<file path="config.mk">
export PLATFORM = sky130hd
export DESIGN_NAME = lru_key_value_cache_unit
export DESIGN_NICKNAME = d
export VERILOG_FILES = /design/src/rtl/lkv_pkg.sv /design/src/rtl/lkv_cell.sv /design/src/rtl/lru_key_value_cache_unit.sv
export SDC_FILE = /design/constraint.sdc
export NUM_CORES = 2
export LEC_CHECK = 0
export BUFFER_PORTS_ARGS = -buffer_cell sky130_fd_sc_hd__buf_2
export CAP_MARGIN = 25
export CORE_MARGIN = 2
export CORE_UTILIZATION = 50
export CTS_CLUSTER_DIAMETER = 150
export DETAILED_ROUTE_END_ITERATION = 10
export PLACE_DENSITY = 0.74
export SLEW_MARGIN = 40
export SYNTH_ARGS = -nofsm -noshare
export SYNTH_HDL_FRONTEND = slang
export SYNTH_HIERARCHICAL = 1
export SYNTH_SLANG_ARGS = --single-unit
</file>
<file path="constraint.sdc">
create_clock -name clk_i -period 16.7 [get_ports clk_i]
set_input_delay 0.835 -clock clk_i [delete_from_list [all_inputs] [get_ports clk_i]]
set_output_delay 0.835 -clock clk_i [all_outputs]
set_load 0.02 [all_outputs]
</file>
<file path="src/rtl/lkv_pkg.sv">
// Package for the LRU key/value cache: sizes, control codes and the structs
// that run between the sequencer and the row of entry cells.
// No dependencies.
`default_nettype none

package lkv_pkg;

  localparam int ENTRIES    = 16;
  localparam int KEY_BITS   = 64;
  localparam int VALUE_BITS = 32;
  localparam int CAP_W      = 5;
  localparam int AGE_W      = (ENTRIES > 1) ? $clog2(ENTRIES) : 1;
  localparam int CNT_W      = $clog2(ENTRIES + 1);
  localparam int CMP_W      = (CNT_W > CAP_W) ? CNT_W : CAP_W;
  localparam int APB_AW     = 3;
  localparam int APB_DW     = 32;

  localparam logic [CAP_W-1:0] CAP_RESET = CAP_W'(16);

  // register index of capacity
  localparam logic REG_CAPACITY = 1'b0;

  // item command codes
  localparam logic CMD_GET = 1'b0;
  localparam logic CMD_SET = 1'b1;

  typedef enum logic [1:0] {
    ST_IDLE,
    ST_MATCH,
    ST_UPDATE
  } state_e;

  typedef enum logic [1:0] {
    UPD_NONE,
    UPD_HIT,
    UPD_VICTIM,
    UPD_FILL
  } upd_kind_e;

  // broadcast from the sequencer to every cell
  typedef struct packed {
    logic                  match_en;
    logic                  upd_en;
    upd_kind_e             kind;
    logic                  is_set;
    logic [KEY_BITS-1:0]   key;
    logic [VALUE_BITS-1:0] value;
    logic [AGE_W-1:0]      touch_age;
    logic [AGE_W-1:0]      last_age;
  } cell_ctrl_t;

  // ripple from cell to cell
  typedef struct packed {
    logic                  free_seen;
    logic                  hit;
    logic [AGE_W-1:0]      age;
    logic [VALUE_BITS-1:0] value;
  } chain_t;

endpackage

`default_nettype wire

</file>
<file path="src/rtl/lkv_cell.sv">
// One entry of the LRU cache: key, value, valid mark, recency rank.
// Depends on lkv_pkg.
`default_nettype none

module lkv_cell (
  input  wire logic               clk_i,
  input  wire logic               rst_ni,
  input  wire lkv_pkg::cell_ctrl_t ctrl_i,
  input  wire lkv_pkg::chain_t    chain_i,
  output lkv_pkg::chain_t         chain_o
);
  import lkv_pkg::*;

  logic [KEY_BITS-1:0]   key_q;
  logic [VALUE_BITS-1:0] value_q;
  logic                  valid_q, valid_d;
  logic [AGE_W-1:0]      age_q, age_d;
  logic                  match_q;
  logic                  sel;
  logic                  wr_key, wr_value;

  // pass the lookup results down the row
  always_comb begin
    chain_o.free_seen = chain_i.free_seen | ~valid_q;
    chain_o.hit       = chain_i.hit | match_q;
    chain_o.age       = chain_i.age | (match_q ? age_q : '0);
    chain_o.value     = chain_i.value | (match_q ? value_q : '0);
  end

  always_comb begin
    case (ctrl_i.kind)
      UPD_HIT:    sel = match_q;
      UPD_VICTIM: sel = valid_q && (age_q == ctrl_i.last_age);
      UPD_FILL:   sel = ~valid_q && ~chain_i.free_seen;
      default:    sel = 1'b0;
    endcase
  end

  always_comb begin
    valid_d  = valid_q;
    age_d    = age_q;
    wr_key   = 1'b0;
    wr_value = 1'b0;
    if (ctrl_i.upd_en && ctrl_i.kind != UPD_NONE) begin
      if (sel) begin
        age_d    = '0;
        valid_d  = 1'b1;
        wr_key   = (ctrl_i.kind != UPD_HIT);
        wr_value = (ctrl_i.kind != UPD_HIT) || ctrl_i.is_set;
      end else if (valid_q) begin
        if (ctrl_i.kind == UPD_FILL || age_q < ctrl_i.touch_age) begin
          age_d = age_q + AGE_W'(1);
        end
      end
    end
  end

  always_ff @(posedge clk_i or negedge rst_ni) begin
    if (!rst_ni) begin
      valid_q <= 1'b0;
      age_q   <= '0;
      match_q <= 1'b0;
    end else begin
      valid_q <= valid_d;
      age_q   <= age_d;
      if (ctrl_i.match_en) begin
        match_q <= valid_q && (key_q == ctrl_i.key);
      end
    end
  end

  always_ff @(posedge clk_i) begin
    if (wr_key) begin
      key_q <= ctrl_i.key;
    end
    if (wr_value) begin
      value_q <= ctrl_i.value;
    end
  end

endmodule

`default_nettype wire

</file>
<file path="src/rtl/lru_key_value_cache_unit.sv">
// Top level of the LRU key/value cache: APB register, item sequencer,
// row of entry cells and result register. Depends on lkv_pkg, lkv_cell.
//
// Usage:
//  - Input channel (in_valid_i / in_stall_o) carries one item: cmd_i
//    (get or set), key_i, write_value_i. Output channel (out_valid_o /
//    out_stall_i) returns one item per input: hit_o and read_value_o.
//  - Every item passes three steps: accept, match (all cells compare their
//    key against the item key and register a match bit), update (lookup
//    results ripple down the cell row, every cell updates its age, the
//    chosen cell takes key/value). A new item is accepted only in the idle
//    state, once the previous item has left its update step.
//  - out_valid_o comes from the result register, loaded as the update step ends.
//  - A result waits in the output register while out_stall_i is high; the
//    next item is still accepted and runs up to its update cycle, where it
//    waits until the output register is free.
//  - Capacity sits at byte address 0 of the APB port (reset 16). A value of
//    zero acts as one, values above 16 as 16. Write only while idle.
//  - Reset empties the cache (all valid marks and ages cleared, fill count
//    zero) and drops any item in flight; no clearing pass is needed.
`default_nettype none

module lru_key_value_cache_unit (
  input  wire logic                             clk_i,
  input  wire logic                             rst_ni,
  // item input
  input  wire logic                             in_valid_i,
  output logic                                  in_stall_o,
  input  wire logic                             cmd_i,
  input  wire logic [lkv_pkg::KEY_BITS-1:0]     key_i,
  input  wire logic [lkv_pkg::VALUE_BITS-1:0]   write_value_i,
  // result output
  output logic                                  out_valid_o,
  input  wire logic                             out_stall_i,
  output logic                                  hit_o,
  output logic [lkv_pkg::VALUE_BITS-1:0]        read_value_o,
  // APB register port
  input  wire logic                             psel,
  input  wire logic                             penable,
  input  wire logic                             pwrite,
  input  wire logic [lkv_pkg::APB_AW-1:0]       paddr,
  input  wire logic [lkv_pkg::APB_DW-1:0]       pwdata,
  output logic [lkv_pkg::APB_DW-1:0]            prdata,
  output logic                                  pready
);
  import lkv_pkg::*;

  state_e                state_q, state_d;
  logic [CAP_W-1:0]      capacity_q;
  logic [CNT_W-1:0]      fill_q;
  logic                  cmd_q;
  logic [KEY_BITS-1:0]   key_q;
  logic [VALUE_BITS-1:0] wval_q;
  logic                  out_valid_q;
  logic                  hit_q;
  logic [VALUE_BITS-1:0] rdata_q;

  logic       accept;
  logic       out_free;
  logic       match_en, upd_en;
  cell_ctrl_t ctrl;
  chain_t     chain [ENTRIES+1];
  chain_t     res;
  upd_kind_e  kind;
  logic [CMP_W-1:0] cap_ext, eff_cap;
  logic       reg_sel;

  // ---------------- APB register ----------------
  assign pready  = 1'b1;
  assign reg_sel = (paddr[APB_AW-1] == REG_CAPACITY);
  assign prdata  = reg_sel ? APB_DW'(capacity_q) : '0;

  always_ff @(posedge clk_i or negedge rst_ni) begin
    if (!rst_ni) begin
      capacity_q <= CAP_RESET;
    end else if (psel && penable && pwrite && pready && reg_sel) begin
      capacity_q <= pwdata[CAP_W-1:0];
    end
  end

  // clamp capacity into 1..ENTRIES
  always_comb begin
    cap_ext = CMP_W'(capacity_q);
    if (cap_ext == '0) begin
      eff_cap = CMP_W'(1);
    end else if (cap_ext > CMP_W'(ENTRIES)) begin
      eff_cap = CMP_W'(ENTRIES);
    end else begin
      eff_cap = cap_ext;
    end
  end

  // ---------------- sequencer ----------------
  assign out_free = ~out_valid_q | ~out_stall_i;
  assign accept   = in_valid_i && ~in_stall_o;

  always_comb begin
    state_d = state_q;
    case (state_q)
      ST_IDLE:   if (in_valid_i) state_d = ST_MATCH;
      ST_MATCH:  state_d = ST_UPDATE;
      ST_UPDATE: if (out_free) state_d = ST_IDLE;
      default:   state_d = ST_IDLE;
    endcase
  end

  always_comb begin
    in_stall_o = 1'b1;
    match_en   = 1'b0;
    upd_en     = 1'b0;
    case (state_q)
      ST_IDLE:   in_stall_o = 1'b0;
      ST_MATCH:  match_en   = 1'b1;
      ST_UPDATE: upd_en     = out_free;
      default:   in_stall_o = 1'b1;
    endcase
  end

  always_ff @(posedge clk_i or negedge rst_ni) begin
    if (!rst_ni) begin
      state_q <= ST_IDLE;
    end else begin
      state_q <= state_d;
    end
  end

  always_ff @(posedge clk_i) begin
    if (accept) begin
      cmd_q  <= cmd_i;
      key_q  <= key_i;
      wval_q <= write_value_i;
    end
  end

  // ---------------- cell row ----------------
  assign chain[0] = '0;
  assign res      = chain[ENTRIES];

  // pick the update: touch on hit, none on a get miss, fill while below capacity, else evict
  always_comb begin
    if (res.hit) begin
      kind = UPD_HIT;
    end else if (cmd_q == CMD_GET) begin
      kind = UPD_NONE;
    end else if (CMP_W'(fill_q) < eff_cap) begin
      kind = UPD_FILL;
    end else begin
      kind = UPD_VICTIM;
    end
  end

  always_comb begin
    ctrl.match_en  = match_en;
    ctrl.upd_en    = upd_en;
    ctrl.kind      = kind;
    ctrl.is_set    = (cmd_q == CMD_SET);
    ctrl.key       = key_q;
    ctrl.value     = wval_q;
    ctrl.last_age  = AGE_W'(fill_q - CNT_W'(1));
    ctrl.touch_age = (kind == UPD_VICTIM) ? ctrl.last_age : res.age;
  end

  for (genvar g = 0; g < ENTRIES; g++) begin : g_cell
    lkv_cell u_cell (
      .clk_i   (clk_i),
      .rst_ni  (rst_ni),
      .ctrl_i  (ctrl),
      .chain_i (chain[g]),
      .chain_o (chain[g+1])
    );
  end

  always_ff @(posedge clk_i or negedge rst_ni) begin
    if (!rst_ni) begin
      fill_q <= '0;
    end else if (upd_en && kind == UPD_FILL) begin
      fill_q <= fill_q + CNT_W'(1);
    end
  end

  // ---------------- result register ----------------
  always_ff @(posedge clk_i or negedge rst_ni) begin
    if (!rst_ni) begin
      out_valid_q <= 1'b0;
    end else if (upd_en) begin
      out_valid_q <= 1'b1;
    end else if (~out_stall_i) begin
      out_valid_q <= 1'b0;
    end
  end

  always_ff @(posedge clk_i) begin
    if (upd_en) begin
      hit_q   <= res.hit;
      rdata_q <= (res.hit && cmd_q == CMD_GET) ? res.value : '0;
    end
  end

  assign out_valid_o  = out_valid_q;
  assign hit_o        = hit_q;
  assign read_value_o = rdata_q;

endmodule

`default_nettype wire

</file>
Word level (Yosys, flattened, before mapping)
Index checks and enable logic that the tools add are counted.
{"block": "totals", "ff_bits": 1775, "input_bits": 139, "elab_cells": 574}
{"block": "classes", "add_sub_neg": 18, "n_lt_le_gt_ge": 18, "n_eq_ne": 41, "n_mux": 175, "bitwise_logic": 94, "reduce_logical": 139}
{"cell": "64-bit equality test", "n": 16}
{"cell": "32-bit two-way mux", "n": 16}
{"cell": "32-bit bitwise OR", "n": 15}
{"cell": "4-bit two-way mux", "n": 65}
{"cell": "1-bit two-way mux", "n": 70}
{"cell": "2-bit nonzero test", "n": 33}
{"cell": "4-bit by 1-bit adder with 4-bit output, second input constant", "n": 16}
{"cell": "4-bit equality test", "n": 16}
{"cell": "4-bit less-than comparator", "n": 16}
{"cell": "4-bit bitwise OR", "n": 15}
{"cell": "1-bit logical AND", "n": 54}
{"cell": "1-bit one-hot mux with 3 select lines", "n": 16}
{"cell": "3-bit AND reduction", "n": 16}
{"cell": "1-bit inverter", "n": 34}
{"cell": "2-bit AND reduction", "n": 17}
{"cell": "1-bit bitwise OR", "n": 30}
{"cell": "1-bit logical OR", "n": 17}
{"cell": "5-bit two-way mux", "n": 3}
{"cell": "2-bit two-way mux", "n": 4}
{"cell": "2-bit equality test, second input constant", "n": 3}
{"cell": "2-bit one-hot mux with 3 select lines", "n": 1}
{"cell": "5-bit by 1-bit adder with 5-bit output, second input constant", "n": 1}
{"cell": "5-bit > comparator, second input constant", "n": 1}
{"cell": "5-bit zero test", "n": 1}
{"cell": "other kinds (6)", "n": 9}

Logic depth before layout (Yosys ltp)
{"block": "logic_depth", "word_depth": 23, "ltp_mapped": 27, "depth_no_buf": 26}

Hierarchy
Netlist, hierarchy kept.
{"module": "lkv_cell at g_cell[13].u_cell ...", "n_inst": 12, "cells_each": 299, "area_per_inst_um2": 4444.3, "seq_area_each_um2": 3032.9}
{"module": "lkv_cell at g_cell[0].u_cell ...", "n_inst": 4, "cells_each": 292, "area_per_inst_um2": 4423.0, "seq_area_each_um2": 3032.9}
{"module": "lru_key_value_cache_unit", "n_inst": 1, "cells_each": 275, "area_per_inst_um2": 5196.2, "seq_area_each_um2": 4230.3}

Worst setup path after synthesis
Ideal clock, no wire load.
{"block": "synth_timing", "kind": "reg-to-reg", "start": "register g_cell[0].u_cell.match_q", "end": "register g_cell[0].u_cell.value_q[0], enable pin", "setup_ps": 421, "t_arrival_ps": 8721, "required_time_ps": 16279, "setup_slack_ps": 7558, "stages_incl_launch_ff": 24, "n_path_buf": 1, "period_less_slack_ps": 9142, "path_cell_list": "dfrtp_1 > clkbuf_1 > or2_2 > or2_2 > or2_2 > or2_2 > or2_2 > or2_2 > or2_2 > or2_2 > or2_2 > or2_2 > or2_2 > or2_2 > or2_2 > or2_2 > or2_2 > or2_2 > and2b_1 > or3b_1 > a21oi_2 > a21o_4 > nand2_2 > nor2_1"}
{"element": "start, declared", "line": "lkv_cell.sv:18", "rtl": "logic match_q;"}
{"element": "start signal, assigned", "line": "lkv_cell.sv:67", "rtl": "match_q <= valid_q && (key_q == ctrl_i.key);"}
{"element": "end signal, assigned", "line": "lkv_cell.sv:77", "rtl": "value_q <= ctrl_i.value;"}
{"element": "end, declared", "line": "lkv_cell.sv:15", "rtl": "logic [VALUE_BITS-1:0] value_q;"}

==> flow_results.org <==
** Outcome
- The flow ran to the end, and the final reports show no timing, DRC or antenna violations.

** Clock network
- Gates resized during post-CTS repair numbered 0.
- Clock tree synthesis found a total of 1775 sinks.
- CTS root buf :: clkbuf_16
- Clock tree synthesis inserted a total of 181 buffers.
- TritonCTS built the clock tree.
- After clock tree synthesis, the clock-pin slew on the worst setup and hold paths is 0.06 ns.
- At the later pin of the worst-skew pair, clock insertion delay measures 0.82 ns.
- The clock tree synthesis step divided the H-tree into 4 levels.
- The number of hold buffers added after CTS was 1.
- No sink is reached through more buffers than the 3 on the longest clock path.
- Postcts setup bufs :: 0

** Layout
- Sequential standard cell area :: 0.0528 mm2
- Synthesis-to-layout area growth :: 13.7%
- The net count of the finished layout is 5676.
- Cells with a size suffix above 1 make up 13.5% of the layout.
- Area of combinational cells with multiple inputs :: 0.0221 mm2
- The number of antenna diodes in the final layout is 0.
- The filler cells instantiated in the layout total 11600.

** Worst setup path
- The worst setup path is captured at a register.
- For the worst setup path, the data required time is 17.18 ns.
- Kind of critical path :: register to register
- STA classifies the critical path startpoint as a register.
- Along the worst path, the maximum fanout reaches 78.
- Crit path DAT :: 9.30 ns

** Floorplan
- The region available for standard cell placement spans 0.152 mm2.
- The floorplan has 143 rows.
- From left edge to right edge, the die measures 394 um.
- For this design the top-level I/O count stands at 207.
- Die outline height :: 394 um
- Initial Util :: 50.2%
- The die covers 0.156 mm2.

** Route
- Per-cell via count in the routed design :: 5.86
- The detailed router placed 44800 vias in this run.
- After detailed routing, the number of remaining DRC violations is 0.
- Wires add up to 182000 um.
- The count of nets left with antenna violations once routing finished came out at 0.
- Before antenna repair, the detailed router went through 7 iterations.
- Dividing the detail-routed wire length by the instance count gives 23.8 um.
- The detailed router finished its first iteration with 4289 violations.

** STA
- Fin crit period :: 8.82 ns
- For the final routed database, the setup TNS stands at 0 ns.
- Across the routed clock network, the largest skew measured is 0.0423 ns.
- Worst-margin pin slew :: 0.956 ns
- Timing would allow up to 113 MHz.
- Final-report setup violation count :: 0
- Setup repair after global routing left no endpoint under its margin.
- Final number of max-transition violations :: 0
- Final cycle utilization of the critical path :: 52.8%
- Count of final hold-check violations :: 0
- The worst pin sits at a relative slew slack of 35.7%.
- Hold is met by 0.191 ns.

** Global route
- The number of antenna violations at the first check in global routing came to 1.
- Largest net degree at the start of global routing :: 79
- The first global-routing pass estimated 274000 um of wire.
- Vias in the first global route :: 44700
- Final global-route overflow total :: 0
- GRT Total Usage :: 23.2%

** Pwr
- For this design the static power due to leakage is 32.3 nW.
- Worst ir drop on vdd :: 0.112 mV
- Power spread over the standard cell area amounts to 118 mW/mm2.

** Placement
- The congestion estimate from routability-driven global placement came to 0.856.
- In this run the tool buffered the top-level ports with 149 buffer cells.
- Detailed Place HPWL :: 103000 um

** Synthesis
- The synthesized netlist occupies a cell area of 0.0762 mm2.
- The average instance in the mapped netlist occupies 15.2 um2.
- Count of synthesis-stage warnings from yosys :: 6
- Synthesis produced 5030 cells.

** Flow run
- Across the run, the number of max-cap violations was 0.

** Worst hold path
- The worst hold path belongs to the class primary input to register.
-- where the power goes --
| part | leakage, nW | total [mW] | switching, mW | internal [mW] |
|---|---|---|---|---|
| clock network | 2.88 | 3.96 | 1.69 | 2.27 |
| logic | 13.0 | 1.16 | 0.774 | 0.387 |
| registers | 16.4 | 5.13 | 0.0891 | 5.04 |
| total | 32.3 | 10.2 | 2.55 | 7.69 |
-- placed cells by master (no fill, tap or decap), types with 17 or more instances in the layout --
cell type and count:
edfxtp_1 1666, xnor2_1 612, a21o_1 588, inv_1 386
xor2_1 196, clkbuf_16 185, nand4_1 179, buf_2 148
buf_4 113, dfrtp_1 108, nor4_1 104, o22ai_1 96
nand2b_1 76, ha_1 70, nand2_1 69, conb_1 67
nor3_1 65, o2bb2ai_1 52, a21oi_1 49, clkinv_2 41
or2_2 33, clkbuf_1 33, clkinv_1 33, and2_1 32
o21ai_1 32, a22o_1 32, nand3_1 24, a221oi_1 24
o211ai_1 20, nor2_4 18, nor2_1 18, a21oi_2 17
-- stage by stage --
stage               util [%]  setup WS, ns  power [mW]  cells  cell area [um2]
CTS                     57.0          7.86        10.3   7643            86500
global placement        53.0          7.88        6.33   7294            80400
global route            57.1          7.63        10.6   7648            86700
floorplan                  -          7.56        5.95   5095            76500
finish                  57.1          7.88        10.2   7648            86700
detailed placement      53.2          7.91        6.37   7308            80700
-- registers in the layout (all words and copies together) (netlist names), 16 cells and up --
name                   count
g_cell.u_cell/age_q       64
g_cell.u_cell/key_q     1024
g_cell.u_cell/match_q     16
g_cell.u_cell/valid_q     16
g_cell.u_cell/value_q    512
key_q                     64
read_value_o              32
wval_q                    32
-- layout make-up --
type / count / area share [%]
Sequential cell: 1775 / 60.9
Multi-Input combinational cell: 2839 / 25.5
Clock buffer: 227 / 5.63
Tap cell: 2030 / 2.93
Timing Repair Buffer: 284 / 2.30
Inverter: 386 / 1.67
Clock inverter: 107 / 1.12
-- path summary, 6_finish.rpt --
check	startpoint	to	slack, ns	cells past startpoint
worst max-delay path	g_cell[0].u_cell/match_q$_DFFE_PN0P_	g_cell[10].u_cell/key_q[18]$_DFFE_PP_	7.88	24
worst min-delay path	write_value_i[16]	wval_q[16]$_DFFE_PP_	0.19	1
worst max register to register	g_cell[0].u_cell/match_q$_DFFE_PN0P_	g_cell[10].u_cell/key_q[18]$_DFFE_PP_	7.88	24
worst min register to register	fill_q[4]$_DFFE_PN0P_	fill_q[4]$_DFFE_PN0P_	0.48	1
max in group asynchronous	rst_ni	g_cell[9].u_cell/age_q[1]$_DFFE_PN0P_	14.71	4
min in group asynchronous	rst_ni	cap_ext[0]$_DFFE_PN0P_	0.45	2
-- layer usage --
metal / part of all wire [%] / GRT usage, %
met5: 0 / 0
met4: 3.7 / 8.56
met3: 7.3 / 3.67
met2: 47 / 37.1
met1: 42 / 32.1
-- worst max-delay path: stages (launching register included) --
cell and delay, ns:
dfrtp_1 0.35, buf_4 0.31, or2_2 0.40, or2_2 0.27, or2_2 0.27, or2_2 0.27, or2_2 0.29, or2_2 0.27
or2_2 0.31, or2_2 0.31, or2_2 0.29, or2_2 0.29, or2_2 0.27, or2_2 0.26, or2_2 0.30, or2_2 0.30
or2_2 0.27, or2_2 0.33, and2b_4 0.58, buf_4 0.73, or3b_1 0.44, a21oi_2 0.22, a21o_4 0.15, and3_4 0.51
buf_12 0.30
Note: power is estimated with default switching activity, not from simulation.
